<file path="src/rtl/core/mcp_pkg.sv">
package mcp_pkg;

    // Parser phase; the fourth code behaves as mnemonic collection
    typedef enum logic [1:0] {
        PH_MNEMONIC = 2'd0,
        PH_ARGUMENT = 2'd1,
        PH_SKIP     = 2'd2
    } phase_t;

    // Matched mnemonic
    typedef enum logic [1:0] {
        CMD_FRQ = 2'd0,
        CMD_AGC = 2'd1,
        CMD_ATN = 2'd2
    } command_t;

    // Result event codes
    localparam logic [2:0] EV_FREQ_REPORT = 3'd0;
    localparam logic [2:0] EV_GAIN_SET    = 3'd1;
    localparam logic [2:0] EV_GAIN_QUERY  = 3'd2;
    localparam logic [2:0] EV_ATTEN_SET   = 3'd3;
    localparam logic [2:0] EV_ATTEN_QUERY = 3'd4;

    // Characters
    localparam logic [7:0] CH_NUL       = 8'h00;
    localparam logic [7:0] CH_SPACE     = 8'h20;
    localparam logic [7:0] CH_NEWLINE   = 8'h0A;
    localparam logic [7:0] CH_SEMICOLON = 8'h3B;
    localparam logic [7:0] CH_QUERY     = 8'h3F;
    localparam logic [7:0] CH_ZERO      = 8'h30;
    localparam logic [7:0] CH_LOWER_LO  = 8'h60;
    localparam logic [7:0] CH_LOWER_HI  = 8'h7B;
    localparam logic [7:0] CASE_BIT     = 8'h20;

    // Reset values
    localparam logic [31:0] MAX_FREQ_RESET = 32'd3000;
    localparam logic [31:0] FREQ_RESET     = 32'd200;

endpackage

</file>
<file path="src/rtl/core/mnemonic_command_parser_top.sv">
// Channel   | Direction | Handshake            | Payload
// ----------+-----------+----------------------+---------------------------------
// input     | in        | in_valid / in_stall  | ch [7:0]
// output    | out       | out_valid / out_stall| event_res [2:0], value [31:0]
// config    | in        | cfg_we               | cfg_data [31:0] (max frequency)
//
// One word is taken per cycle while in_stall is low; a terminator's result appears
// in the output register on the next cycle. A single parser state update lies
// between input and the output register (accumulator multiply-by-ten and limit
// compare).
// in_stall rises only while a result is held and the output side stalls.
// Reset (rst_n low, asynchronous) returns the parser to mnemonic collection,
// frequency to 200 and the limit to 3000; the output register empties.
module mnemonic_command_parser_top (
    input  logic        clk,
    input  logic        rst_n,
    // input channel
    input  logic        in_valid,
    output logic        in_stall,
    input  logic [7:0]  ch,
    // output channel
    output logic        out_valid,
    input  logic        out_stall,
    output logic [2:0]  event_res,
    output logic [31:0] value,
    // configuration
    input  logic        cfg_we,
    input  logic [31:0] cfg_data
);

    mcp_pkg::phase_t   phase_reg, phase_next;
    mcp_pkg::command_t command_reg, command_next;
    logic [1:0]  letter_count_reg, letter_count_next;
    logic [15:0] first_letters_reg, first_letters_next;
    logic        arg_started_reg, arg_started_next;
    logic        is_query_reg, is_query_next;
    logic [31:0] acc_reg, acc_next;
    logic [31:0] freq_reg, freq_next;
    logic [31:0] max_freq_reg;

    logic        out_valid_reg, out_valid_next;
    logic [2:0]  event_reg, event_next;
    logic [31:0] value_reg, value_next;

    logic        accept;
    logic        drop;
    logic [7:0]  ch_up;
    logic        is_term;
    logic        is_nl;
    logic        matched;
    logic        emit;
    logic [2:0]  ev;
    logic [31:0] acc_step;
    mcp_pkg::command_t match_cmd;

    // Hold the input while a result waits and the output side stalls
    assign in_stall = out_valid_reg && out_stall;
    assign accept   = in_valid && !in_stall;

    // Drop spaces and NULs; fold lower case to upper case
    assign drop  = (ch == mcp_pkg::CH_SPACE) || (ch == mcp_pkg::CH_NUL);
    assign ch_up = (ch > mcp_pkg::CH_LOWER_LO && ch < mcp_pkg::CH_LOWER_HI)
                   ? (ch & ~mcp_pkg::CASE_BIT) : ch;
    assign is_nl   = (ch_up == mcp_pkg::CH_NEWLINE);
    assign is_term = is_nl || (ch_up == mcp_pkg::CH_SEMICOLON);

    // Three-letter match on the two stored letters plus this one
    always_comb
    begin
        matched   = 1'b1;
        match_cmd = mcp_pkg::CMD_FRQ;
        if (first_letters_reg == {8'h46, 8'h52} && ch_up == 8'h51)
            match_cmd = mcp_pkg::CMD_FRQ;
        else if (first_letters_reg == {8'h41, 8'h47} && ch_up == 8'h43)
            match_cmd = mcp_pkg::CMD_AGC;
        else if (first_letters_reg == {8'h41, 8'h54} && ch_up == 8'h4E)
            match_cmd = mcp_pkg::CMD_ATN;
        else
            matched = 1'b0;
    end

    // acc * 10 + ch - '0', wrapping at 32 bits
    assign acc_step = {acc_reg[28:0], 3'b000} + {acc_reg[30:0], 1'b0}
                      + {24'd0, ch_up} - {24'd0, mcp_pkg::CH_ZERO};

    // Terminator event code
    always_comb
    begin
        emit = 1'b1;
        ev   = mcp_pkg::EV_FREQ_REPORT;
        unique case (command_reg)
            mcp_pkg::CMD_FRQ:
            begin
                ev   = mcp_pkg::EV_FREQ_REPORT;
                emit = is_query_reg;
            end
            mcp_pkg::CMD_AGC:
                ev = is_query_reg ? mcp_pkg::EV_GAIN_QUERY : mcp_pkg::EV_GAIN_SET;
            default:
                ev = is_query_reg ? mcp_pkg::EV_ATTEN_QUERY : mcp_pkg::EV_ATTEN_SET;
        endcase
    end

    // Next phase
    always_comb
    begin
        phase_next = phase_reg;
        if (accept && !drop)
        begin
            unique case (phase_reg)
                mcp_pkg::PH_SKIP:
                    if (is_nl)
                        phase_next = mcp_pkg::PH_SKIP == phase_reg
                                     ? mcp_pkg::PH_MNEMONIC : phase_reg;
                mcp_pkg::PH_ARGUMENT:
                    if (is_term)
                        phase_next = mcp_pkg::PH_MNEMONIC;
                default:
                begin
                    phase_next = mcp_pkg::PH_MNEMONIC;
                    if (!is_nl && letter_count_reg >= 2'd2)
                        phase_next = matched ? mcp_pkg::PH_ARGUMENT : mcp_pkg::PH_SKIP;
                end
            endcase
        end
    end

    // Datapath and result
    always_comb
    begin
        command_next       = command_reg;
        letter_count_next  = letter_count_reg;
        first_letters_next = first_letters_reg;
        arg_started_next   = arg_started_reg;
        is_query_next      = is_query_reg;
        acc_next           = acc_reg;
        freq_next          = freq_reg;
        event_next         = event_reg;
        value_next         = value_reg;
        out_valid_next     = out_valid_reg && out_stall;

        if (accept)
        begin
            out_valid_next = 1'b0;
            if (!drop)
            begin
                unique case (phase_reg)
                    mcp_pkg::PH_SKIP:
                        if (is_nl)
                        begin
                            letter_count_next  = 2'd0;
                            first_letters_next = 16'd0;
                        end
                    mcp_pkg::PH_ARGUMENT:
                        if (is_term)
                        begin
                            if (command_reg == mcp_pkg::CMD_FRQ && !is_query_reg
                                && acc_reg <= max_freq_reg)
                                freq_next = acc_reg;
                            out_valid_next     = emit;
                            event_next         = ev;
                            value_next         = (ev == mcp_pkg::EV_FREQ_REPORT)
                                                 ? freq_reg : 32'd0;
                            letter_count_next  = 2'd0;
                            first_letters_next = 16'd0;
                            arg_started_next   = 1'b0;
                            is_query_next      = 1'b0;
                            acc_next           = 32'd0;
                        end
                        else
                        begin
                            logic q;
                            q = is_query_reg;
                            if (!arg_started_reg)
                            begin
                                arg_started_next = 1'b1;
                                if (ch_up == mcp_pkg::CH_QUERY)
                                    q = 1'b1;
                            end
                            is_query_next = q;
                            if (!q)
                                acc_next = acc_step;
                        end
                    default:
                        if (is_nl)
                        begin
                            letter_count_next  = 2'd0;
                            first_letters_next = 16'd0;
                        end
                        else if (letter_count_reg < 2'd2)
                        begin
                            first_letters_next = {first_letters_reg[7:0], ch_up};
                            letter_count_next  = letter_count_reg + 2'd1;
                        end
                        else
                        begin
                            letter_count_next  = 2'd0;
                            first_letters_next = 16'd0;
                            if (matched)
                            begin
                                command_next     = match_cmd;
                                arg_started_next = 1'b0;
                                is_query_next    = 1'b0;
                                acc_next         = 32'd0;
                            end
                        end
                endcase
            end
        end
    end

    always_ff @(posedge clk or negedge rst_n)
    begin
        if (!rst_n)
        begin
            phase_reg         <= mcp_pkg::PH_MNEMONIC;
            command_reg       <= mcp_pkg::CMD_FRQ;
            letter_count_reg  <= 2'd0;
            first_letters_reg <= 16'd0;
            arg_started_reg   <= 1'b0;
            is_query_reg      <= 1'b0;
            acc_reg           <= 32'd0;
            freq_reg          <= mcp_pkg::FREQ_RESET;
            max_freq_reg      <= mcp_pkg::MAX_FREQ_RESET;
            out_valid_reg     <= 1'b0;
        end
        else
        begin
            phase_reg         <= phase_next;
            command_reg       <= command_next;
            letter_count_reg  <= letter_count_next;
            first_letters_reg <= first_letters_next;
            arg_started_reg   <= arg_started_next;
            is_query_reg      <= is_query_next;
            acc_reg           <= acc_next;
            freq_reg          <= freq_next;
            out_valid_reg     <= out_valid_next;
            if (cfg_we)
                max_freq_reg <= cfg_data;
        end
    end

    // Result payload: no reset needed
    always_ff @(posedge clk)
    begin
        event_reg <= event_next;
        value_reg <= value_next;
    end

    assign out_valid = out_valid_reg;
    assign event_res = event_reg;
    assign value     = value_reg;

endmodule

</file>
<file path="config.mk">
export PLATFORM = sky130hd
export DESIGN_NAME = mnemonic_command_parser_top
export DESIGN_NICKNAME = d
export VERILOG_FILES = /design/src/rtl/core/mcp_pkg.sv /design/src/rtl/core/mnemonic_command_parser_top.sv
export SDC_FILE = /design/constraint.sdc
export NUM_CORES = 1
export LEC_CHECK = 0
export BUFFER_PORTS_ARGS = -buffer_cell sky130_fd_sc_hd__buf_2
export CORE_ASPECT_RATIO = 1.2
export CORE_MARGIN = 2
export CORE_UTILIZATION = 54
export DETAILED_ROUTE_END_ITERATION = 10
export PLACE_DENSITY_LB_ADDON = 0.3
export SYNTH_ARGS = -nofsm -noshare
export SYNTH_HDL_FRONTEND = slang
export SYNTH_SLANG_ARGS = --single-unit
</file>
<file path="constraint.sdc">
create_clock -name clk -period 3.25 [get_ports clk]
set_input_delay 0.65 -clock clk [delete_from_list [all_inputs] [get_ports clk]]
set_output_delay 0.65 -clock clk [all_outputs]
set_load 0.01 [all_outputs]
</file>
### Yosys cells after proc, flatten, opt, wreduce, memory -nomap -nowiden

Cells that the tools add are included.

* flip-flop bits (word level): 156
* bits in latches: 0
* RAM bits: 0
* ROM bits: 0
* output and inout port bits: 37
* logic and storage cells: 123
* memories: 0

* add/sub/neg operators: 4
* $mul: 0
* div/mod/pow operators: 0
* $lt $le $gt $ge: 5
* equality and inequality tests: 20
* shifts and indexed selects: 0
* muxes and demuxes: 49
* bitwise logic cells: 5
* reduce and logical (&&, ||, !) cells: 28

Operator list (count)
* $mux 32: 5
* $mux 16: 4
* $pmux 32 s2: 1
* $eq 16x15->1 const B: 3
* $add 32x32->32: 1
* $add 32x8->32: 1
* $le 32x32->1: 1
* $pmux 16 s2: 1
* $sub 32x6->32 const B: 1
* $eq 8x6->1 const B: 3
* $eq 8x7->1 const B: 3
* $mux 2: 12
* $mux 1: 19
* $reduce_and 4->1: 3
* $reduce_and 6->1: 2
* $logic_and 1x1->1: 10
* $eq 8x4->1 const B: 1
* $gt 8x7->1 const B: 1
* $logic_not 8->1: 1
* $lt 8x7->1 const B: 1
* $pmux 2 s2: 2
* $reduce_and 7->1: 1
* $mux 6: 1
* $ne 2x2->1 const B: 3
* other kinds (19): 30

### Longest topological paths before layout

Gate-level depths: netlist (run 1).

* word-level depth: 13
* mapped depth: 17
* gate-level depth less buffers: 17

### Least setup slack after synthesis (run 1)

No wires, ideal clock.

* path type: input to register
* start point: input ch[4]
* end point: register acc_reg[27]
* arrival time: 3816 ps
* data required time: 3146 ps
* path slack: -670 ps
* stages: 17
* buffers on the path: 1
* cell sequence: clkbuf_2 -> nor2_1 -> nand2_1 -> nand4_1 -> nand2_1 -> fa_1 -> fa_1 -> inv_1 -> ha_1 -> o211ai_1 -> a21o_1 -> a31o_1 -> a211o_1 -> a21oi_2 -> o211ai_1 -> and3_1 -> o41ai_2

* longest elaborated chain between the ends: 12
* elaborated cells between the ends (all ways): 36
* those cells by class: add/sub: 2; order compare: 2; eq/ne: 9; mux: 13; bitwise: 1; reduce/logical: 9

Ends and longest elaborated chain
* start, declared: RTL line mnemonic_command_parser_top.sv:20 `input logic [7:0] ch,`
* parallel branches: the longest is 12 deep, another holds $add 32x8->32
* end signal, assigned: RTL line mnemonic_command_parser_top.sv:235 `acc_reg <= acc_next;`
* end, declared: RTL line mnemonic_command_parser_top.sv:37 `logic [31:0] acc_reg, acc_next;`

Several ways; the timed one is not identified. The select of a mux whose other input is x is not followed.
A chain may end at the register's enable or synchronous reset.

### Worst setup path in the final report (run 1)

* start point: input ch[2]
* end point: register first_letters_reg[5]

* longest elaborated chain between the ends: 7
* elaborated cells between the ends (all ways): 17
* those cells by class: order compare: 2; eq/ne: 5; mux: 4; bitwise: 1; reduce/logical: 5

Ends and longest elaborated chain
* $gt 8x7->1 / $lt 8x7->1 (equally long branches): RTL line mnemonic_command_parser_top.sv:62 `assign ch_up = (ch > mcp_pkg::CH_LOWER_LO && ch < mcp_pkg::CH_LOWER_HI)`
* $logic_and 1x1->1: RTL line mnemonic_command_parser_top.sv:62
* $mux 6: RTL line mnemonic_command_parser_top.sv:63 `? (ch & ~mcp_pkg::CASE_BIT) : ch;`
* $eq 8x4->1 / $eq 8x6->1 (equally long branches): RTL line mnemonic_command_parser_top.sv:64, mnemonic_command_parser_top.sv:65
* $logic_or 1x1->1: RTL line mnemonic_command_parser_top.sv:65 `assign is_term = is_nl || (ch_up == mcp_pkg::CH_SEMICOLON);`
* $ne 2x2->1 (no source line)
* $reduce_and 4->1 (no source line)
* end signal, assigned: RTL line mnemonic_command_parser_top.sv:232 `first_letters_reg <= first_letters_next;`
* end, declared: RTL line mnemonic_command_parser_top.sv:34 `logic [15:0] first_letters_reg, first_letters_next;`

Several ways; a longest one is shown, not always the timed one.

==> results of run 1 <==
-- layout make-up --
cell class                 instances  share of cell area
inverter                         135              0.0425
clock inverter                    14              0.0105
multi-input combinational        641               0.447
sequential                       156               0.343
tap                              220              0.0231
timing repair buffer             174              0.0979
clock buffer                      18              0.0360
-- final timing paths --
check	from	to	slack [ns]
min in group clk	cfg_data[3]	max_freq_reg[3]	0.42
worst max register to register	acc_reg[2]	acc_reg[27]	-0.28
worst max-delay path	ch[2]	first_letters_reg[5]	-0.55
worst min register to register	first_letters_reg[14]	first_letters_reg[14]	0.47
max in group asynchronous	rst_n	max_freq_reg[28]	2.33
worst min-delay path	rst_n	first_letters_reg[3]	0.16
-- per-layer routing --
layer  routed length (um)  vias to the layer above
li1                     -                     3664
met1                10100                     3625
met2                10900                      182
met3                  805                       50
met4                  593                        0
met5                    0                        -
-- layout by cell type, fill, tap and decap left out, types with 4 or more instances in the layout --
cell and instances:
nor3_1 8, fa_1 4, and2_1 38, nor4_1 4
nor2b_1 4, nand3_1 13, nand2b_1 6, and3_1 8
o21ai_2 8, dfrtp_1 111, o21ai_0 60, o31ai_2 11
inv_6 6, buf_2 76, mux2_4 30, edfxtp_1 35
o21a_1 8, mux2_2 4, clkinvlp_4 4, clkbuf_16 17
a21o_1 24, buf_6 5, ha_1 113, nand4_1 11
dfstp_2 10, xor2_1 11, inv_1 134, a22o_1 9
o211ai_1 4, o31ai_1 8, nor2_1 21, xnor2_1 9
a21oi_1 30, nand2_1 108, buf_4 90
-- through the flow --
stage | hold WS, ns | setup slack [ns]
3_3_place_gp | 0.460 | -0.888
3_5_place_dp | 0.463 | -0.981
6_report | 0.160 | -0.547
5_1_grt | 0.185 | -0.571
2_1_floorplan | 0.354 | -0.559
4_1_cts | 0.163 | -0.327
-- power groups by stage --
stage	Combinational (mW)	Clock (mW)	Sequential [mW]
after floorplan	0.445	0	2.24
after global placement	0.626	0	2.27
after detailed placement	0.645	0	2.28
after CTS	0.686	1.94	2.24
after global routing	0.822	2.01	2.26
final	0.716	1.91	2.24
-- cell families (layout without fill, tap and decap cells) --
family          Yosys count  in the layout  synth area share
compound gates          201            201             0.144
xor+xnor                 24             24            0.0214
fa+ha+maj               122            122             0.160
buf+inv                 168            341            0.0690
flops                   156            156             0.417
mux                      36             36            0.0526
simple gates            258            258             0.135
-- repair_timing --
action | 4_1_cts | 5_1_grt
endpoints found under the setup margin | 17 | 19
resized for setup | 25 | 28
setup buffers | 24 | 5
pin swaps | 24 | 30
==> flow_summary.toml, run 1 <==
[floorplan]
die_h_um = 152
core-area_um2 = 17600
die_w_um = 127
io_pins = 82
start_util = 0.556
dieArea_um2 = 19300
std_cell_rows = 53

[yosys]
yosysMostFrequentCell = "inv_1"
syn_nets = 1132
synthCells = 965
synth_top_cells_by_count = "inv_1, ha_1, nand2_1, dfrtp_1, o21ai_0"
yosys_register_bits = 156
synth_area_leaders = "dfrtp_1, ha_1, edfxtp_1, inv_1, mux2_4"
synth-edff-count = 35
seq_area_frac_synth = 0.417
synth_ff_type = "dfrtp_1"
synth_top_cell_area_share = 0.283
ys_warn_count = 0
syn_area_um2 = 9800
ys_async_sr_fraction = 0.776
yosys.area.top_type = "dfrtp_1"
synth_cell_type_count = 74
syn_avg_cell_area_um2 = 10.2

[layout]
fillerInstances = 1356
stdcell_area_um2 = 11900
seq_area_um2 = 4090
final_cells = 1358
n_antenna_cell = 0
final_util = 0.676
syn_to_final_growth_pct = 21.6
nNetsFinal = 1292
multi_input_area_um2 = 5330
drive_above_1_share = 0.279

[power_and_ir_drop]
swShare = 0.291
seqPwrFrac = 0.460
p_sw_mw = 1.42
pwr-share-comb = 0.147
p_leak_nw = 5.80
peakVddDrop_uv = 365
internal_power_mw = 3.45
clockPowerShare = 0.393
powerDensity_nw_per_um2 = 408
p_total_mw = 4.87

[placed_design]
place_congestion = 0.912
port_buffers = 81
numPlacedInstances = 1297
postPlaceCellArea_um2 = 10900
hpwlAfterDp_um = 15800

[setup_path]
worstPathRequired_ns = 3.57
critPathArrivalTime_ns = 4.11
end_kind = "flip-flop"
critPathMaxFanout = 3
cpMaxStageDelayCell = "buf_4"
critPathKind = "in2reg"
path_depth = 29
startpoint_type = "primary input"
cp_common_cell = "buf_4"
max_stage_delay_ns = 0.19
timing.critical_path.buf_inv = 24
reg2reg_depth = 14
path_delay_family = "buffers and inverters"

[grt]
track_usage = 0.243
grt_start_max_net_pins = 66
grt_pass1_wl_um = 37100
grt_pass1_vias = 7544
use_met2 = 0.408
grt.busiest_layer = "met2"
antenna_found_initial = 0
grt-ovfl-total = 0
met1_usage = 0.318
use_met3 = 0.0418

[detailed_routing]
via_count = 7521
dr.pass1.iters = 5
drc = 0
routed_wl_um = 22400
ant_nets = 0
wl_per_cell_um = 16.5
viasPerCell = 5.54
drt-initial-drc-count = 537

[cts]
cts_buffer_depth = 2
insertion_delay_ns = 0.43
cts_made_buffers = 17
ctsHoldBuffers = 0
cts-htree-levels = 4
cts_tree = "done"
root_buffer = "clkbuf_16"
cts.sinks = 156
clk_pin_slew_worst_paths_ns = 0.07

[sta]
worstMarginPinSlew_ns = 1.20
period_share = 1.17
setup_ws_ns = -0.547
finalHoldViolCount = 0
setup_tns_ns = -5.04
fmax_ghz = 0.263
slew_viol_final = 0
finalSetupViolCount = 18
rsz0062_at_grt = "true"
clock_skew_ns = 0.0137
slew_headroom = 0.197
period_minus_slack_ns = 3.80

[run]
drv_cap = 0

[worst_hold_path]
holdCritPathClass = "in2async"

[status]
violations = "negative setup slack"
status = "finished with violations"
No activity file was read; power rests on OpenSTA's default activity.
==> run 2: changes to the inputs <==
Settings changed: SETUP_SLACK_MARGIN set to 0.4.
Clock period 3.25 ns to 4.8 ns, I/O delays scaled along.
==> run 2 against run 1 <==
The flow now finishes without violations; register-to-register slack gained 1.3 ns; count of clock-buffer cells in the layout is the same; cell count shrank 6.1%; critical path type unchanged.
==> flow_summary.toml, run 2 (synthesized netlist as in run 1, its figures left out) <==
[setup_path]
critPathMaxFanout = 5
end_kind = "flip-flop"
max_stage_delay_ns = 0.50
reg2reg_depth = 12
cp-endpoint = "acc_reg[28]"
ff2ff_setup_slack_ns = 1.03
timing.critical_path.buf_inv = 3
path_delay_family = "compound AO/OA/AOI/OAI gates"
reg2reg_from = "acc_reg[0]"
critPathKind = "in2reg"
worstPathRequired_ns = 5.12
cp-startpoint = "ch[1]"
critPathArrivalTime_ns = 4.58
cpMaxStageDelayCell = "fa_1"
startpoint_type = "primary input"
path_depth = 18
r2r-end = "acc_reg[27]"
path_cells = "buf_2, nor3_1, nand2_1, nand4_1, nand2_1, fa_1, fa_1, inv_1, ha_1, o21ai_1, o21a_1, nor3_1, buf_4, o2111a_1, o41ai_4, o21ai_0, xor2_1, a22o_1"

[layout]
syn_to_final_growth_pct = 12.4
final_cells = 1275
nNetsFinal = 1209
n_antenna_cell = 0
final_common_cell = "inv_1"
drive_above_1_share = 0.187
layout_common_cells = "inv_1, ha_1, nand2_1, dfrtp_1, buf_2"

[grt]
grt_pass1_vias = 6909
grt_start_max_net_pins = 69
track_usage = 0.220
grt_pass1_wl_um = 33800
grt-ovfl-total = 0
antenna_found_initial = 0

[detailed_routing]
drc = 0
wl_per_cell_um = 15.8
dr.pass1.iters = 5
via_count = 6974
routed_wl_um = 20100
ant_nets = 0
drt-initial-drc-count = 469
viasPerCell = 5.47

[power_and_ir_drop]
p_leak_nw = 5.33
peakVddDrop_uv = 281
powerDensity_nw_per_um2 = 301

[placed_design]
pre_cts_ws_ns = 0.114
numPlacedInstances = 1243
port_buffers = 81
place_congestion = 0.884
hpwlAfterDp_um = 15000

[sta]
period_share = 0.888
fmax_ghz = 0.235
worstMarginPinSlew_ns = 0.996
slew_headroom = 0.334
finalHoldViolCount = 0
clock_skew_ns = 0.0110
setup_tns_ns = 0
rsz0062_at_grt = "false"
setup_ws_ns = 0.538
period_minus_slack_ns = 4.26
hold_ws_ns = 0.496
finalSetupViolCount = 0
slew_viol_final = 0

[floorplan]
dieArea_um2 = 19300
die_w_um = 127
start_util = 0.556
io_pins = 82
core-area_um2 = 17600
die_h_um = 152
std_cell_rows = 53

[cts]
ctsHoldBuffers = 0
clk_pin_slew_worst_paths_ns = 0.06
insertion_delay_ns = 0.43
cts_made_buffers = 17
cts_buffer_depth = 2
cts-htree-levels = 4
post_cts_buffers = 0
root_buffer = "clkbuf_16"
cts.sinks = 156
cts_tree = "done"

[run]
drv_cap = 0

[worst_hold_path]
holdCritPathClass = "reg2reg"

[status]
status = "complete, no violations"
[run 2: cell types whose count changed in the layout (fill, tap and decap cells not counted), moves of 4 or more]
| cell | previous run | this run |
|---|---|---|
| o21ai_0 | 60 | 67 |
| buf_6 | 5 | 0 |
| buf_4 | 90 | 11 |
| o21ai_2 | 8 | 2 |
| buf_2 | 76 | 80 |
[run 2: layer usage]
layer / part of all wire / track usage / routed length, um
met1: 0.47 / 0.298 / 9430
met2: 0.48 / 0.365 / 9630
met3: 0.039 / 0.0400 / 783
met4: 0.014 / 0.0654 / 274
met5: 0 / 0 / 0
[run 2: area by class of cell]
type                       count  area [um^2]
timing repair buffer          91          483
multi-input combinational    641         5050
inverter                     135          507
sequential                   156         4090
clock buffer                  18          439
tap                          220          275
fill                        1429         6620
clock inverter                14          169
[run 2: stage by stage]
step,util,total power [mW],area (um^2)
final,0.625,3.31,11000
after CTS,0.624,3.34,11000
after global routing,0.625,3.47,11000
after detailed placement,0.589,1.95,10400
after floorplan,-,1.81,9800
after global placement,0.589,1.93,10400
[run 2: what timing repair did]
item / 4_1_cts / 5_1_grt
endpoints found under the hold margin: 0 / 0
resized for setup: 0 / 3
endpoints found under the setup margin: 0 / 3
[run 2: worst reg2reg max path, stage by stage, from the launching register on]
cell	delay, ns
dfrtp_1	0.46
fa_1	0.43
fa_1	0.52
inv_1	0.07
fa_1	0.45
nand2b_1	0.18
a21o_1	0.18
a31o_1	0.21
a211o_1	0.32
a21oi_2	0.24
o211ai_1	0.13
and3_1	0.22
o41ai_2	0.26
[run 2: report_power, final]
group	leakage, nW	internal (mW)	switching (mW)	total [mW]
Clock	0.290	0.799	0.594	1.39
Combinational	3.22	0.149	0.254	0.403
Sequential	1.82	1.45	0.0642	1.52
Total	5.33	2.40	0.913	3.31
[run 2: worst min-delay path by stage]
stage	from	to	slack [ns]	cells after the start
4_1_cts	first_letters_reg[14]	first_letters_reg[14]	0.50	2
5_1_grt	freq_reg[31]	freq_reg[31]	0.51	1
3_3_place_gp	first_letters_reg[14]	first_letters_reg[14]	0.46	2
2_1_floorplan	first_letters_reg[14]	first_letters_reg[14]	0.44	2
3_5_place_dp	first_letters_reg[14]	first_letters_reg[14]	0.48	2
6_report	first_letters_reg[15]	first_letters_reg[15]	0.50	2
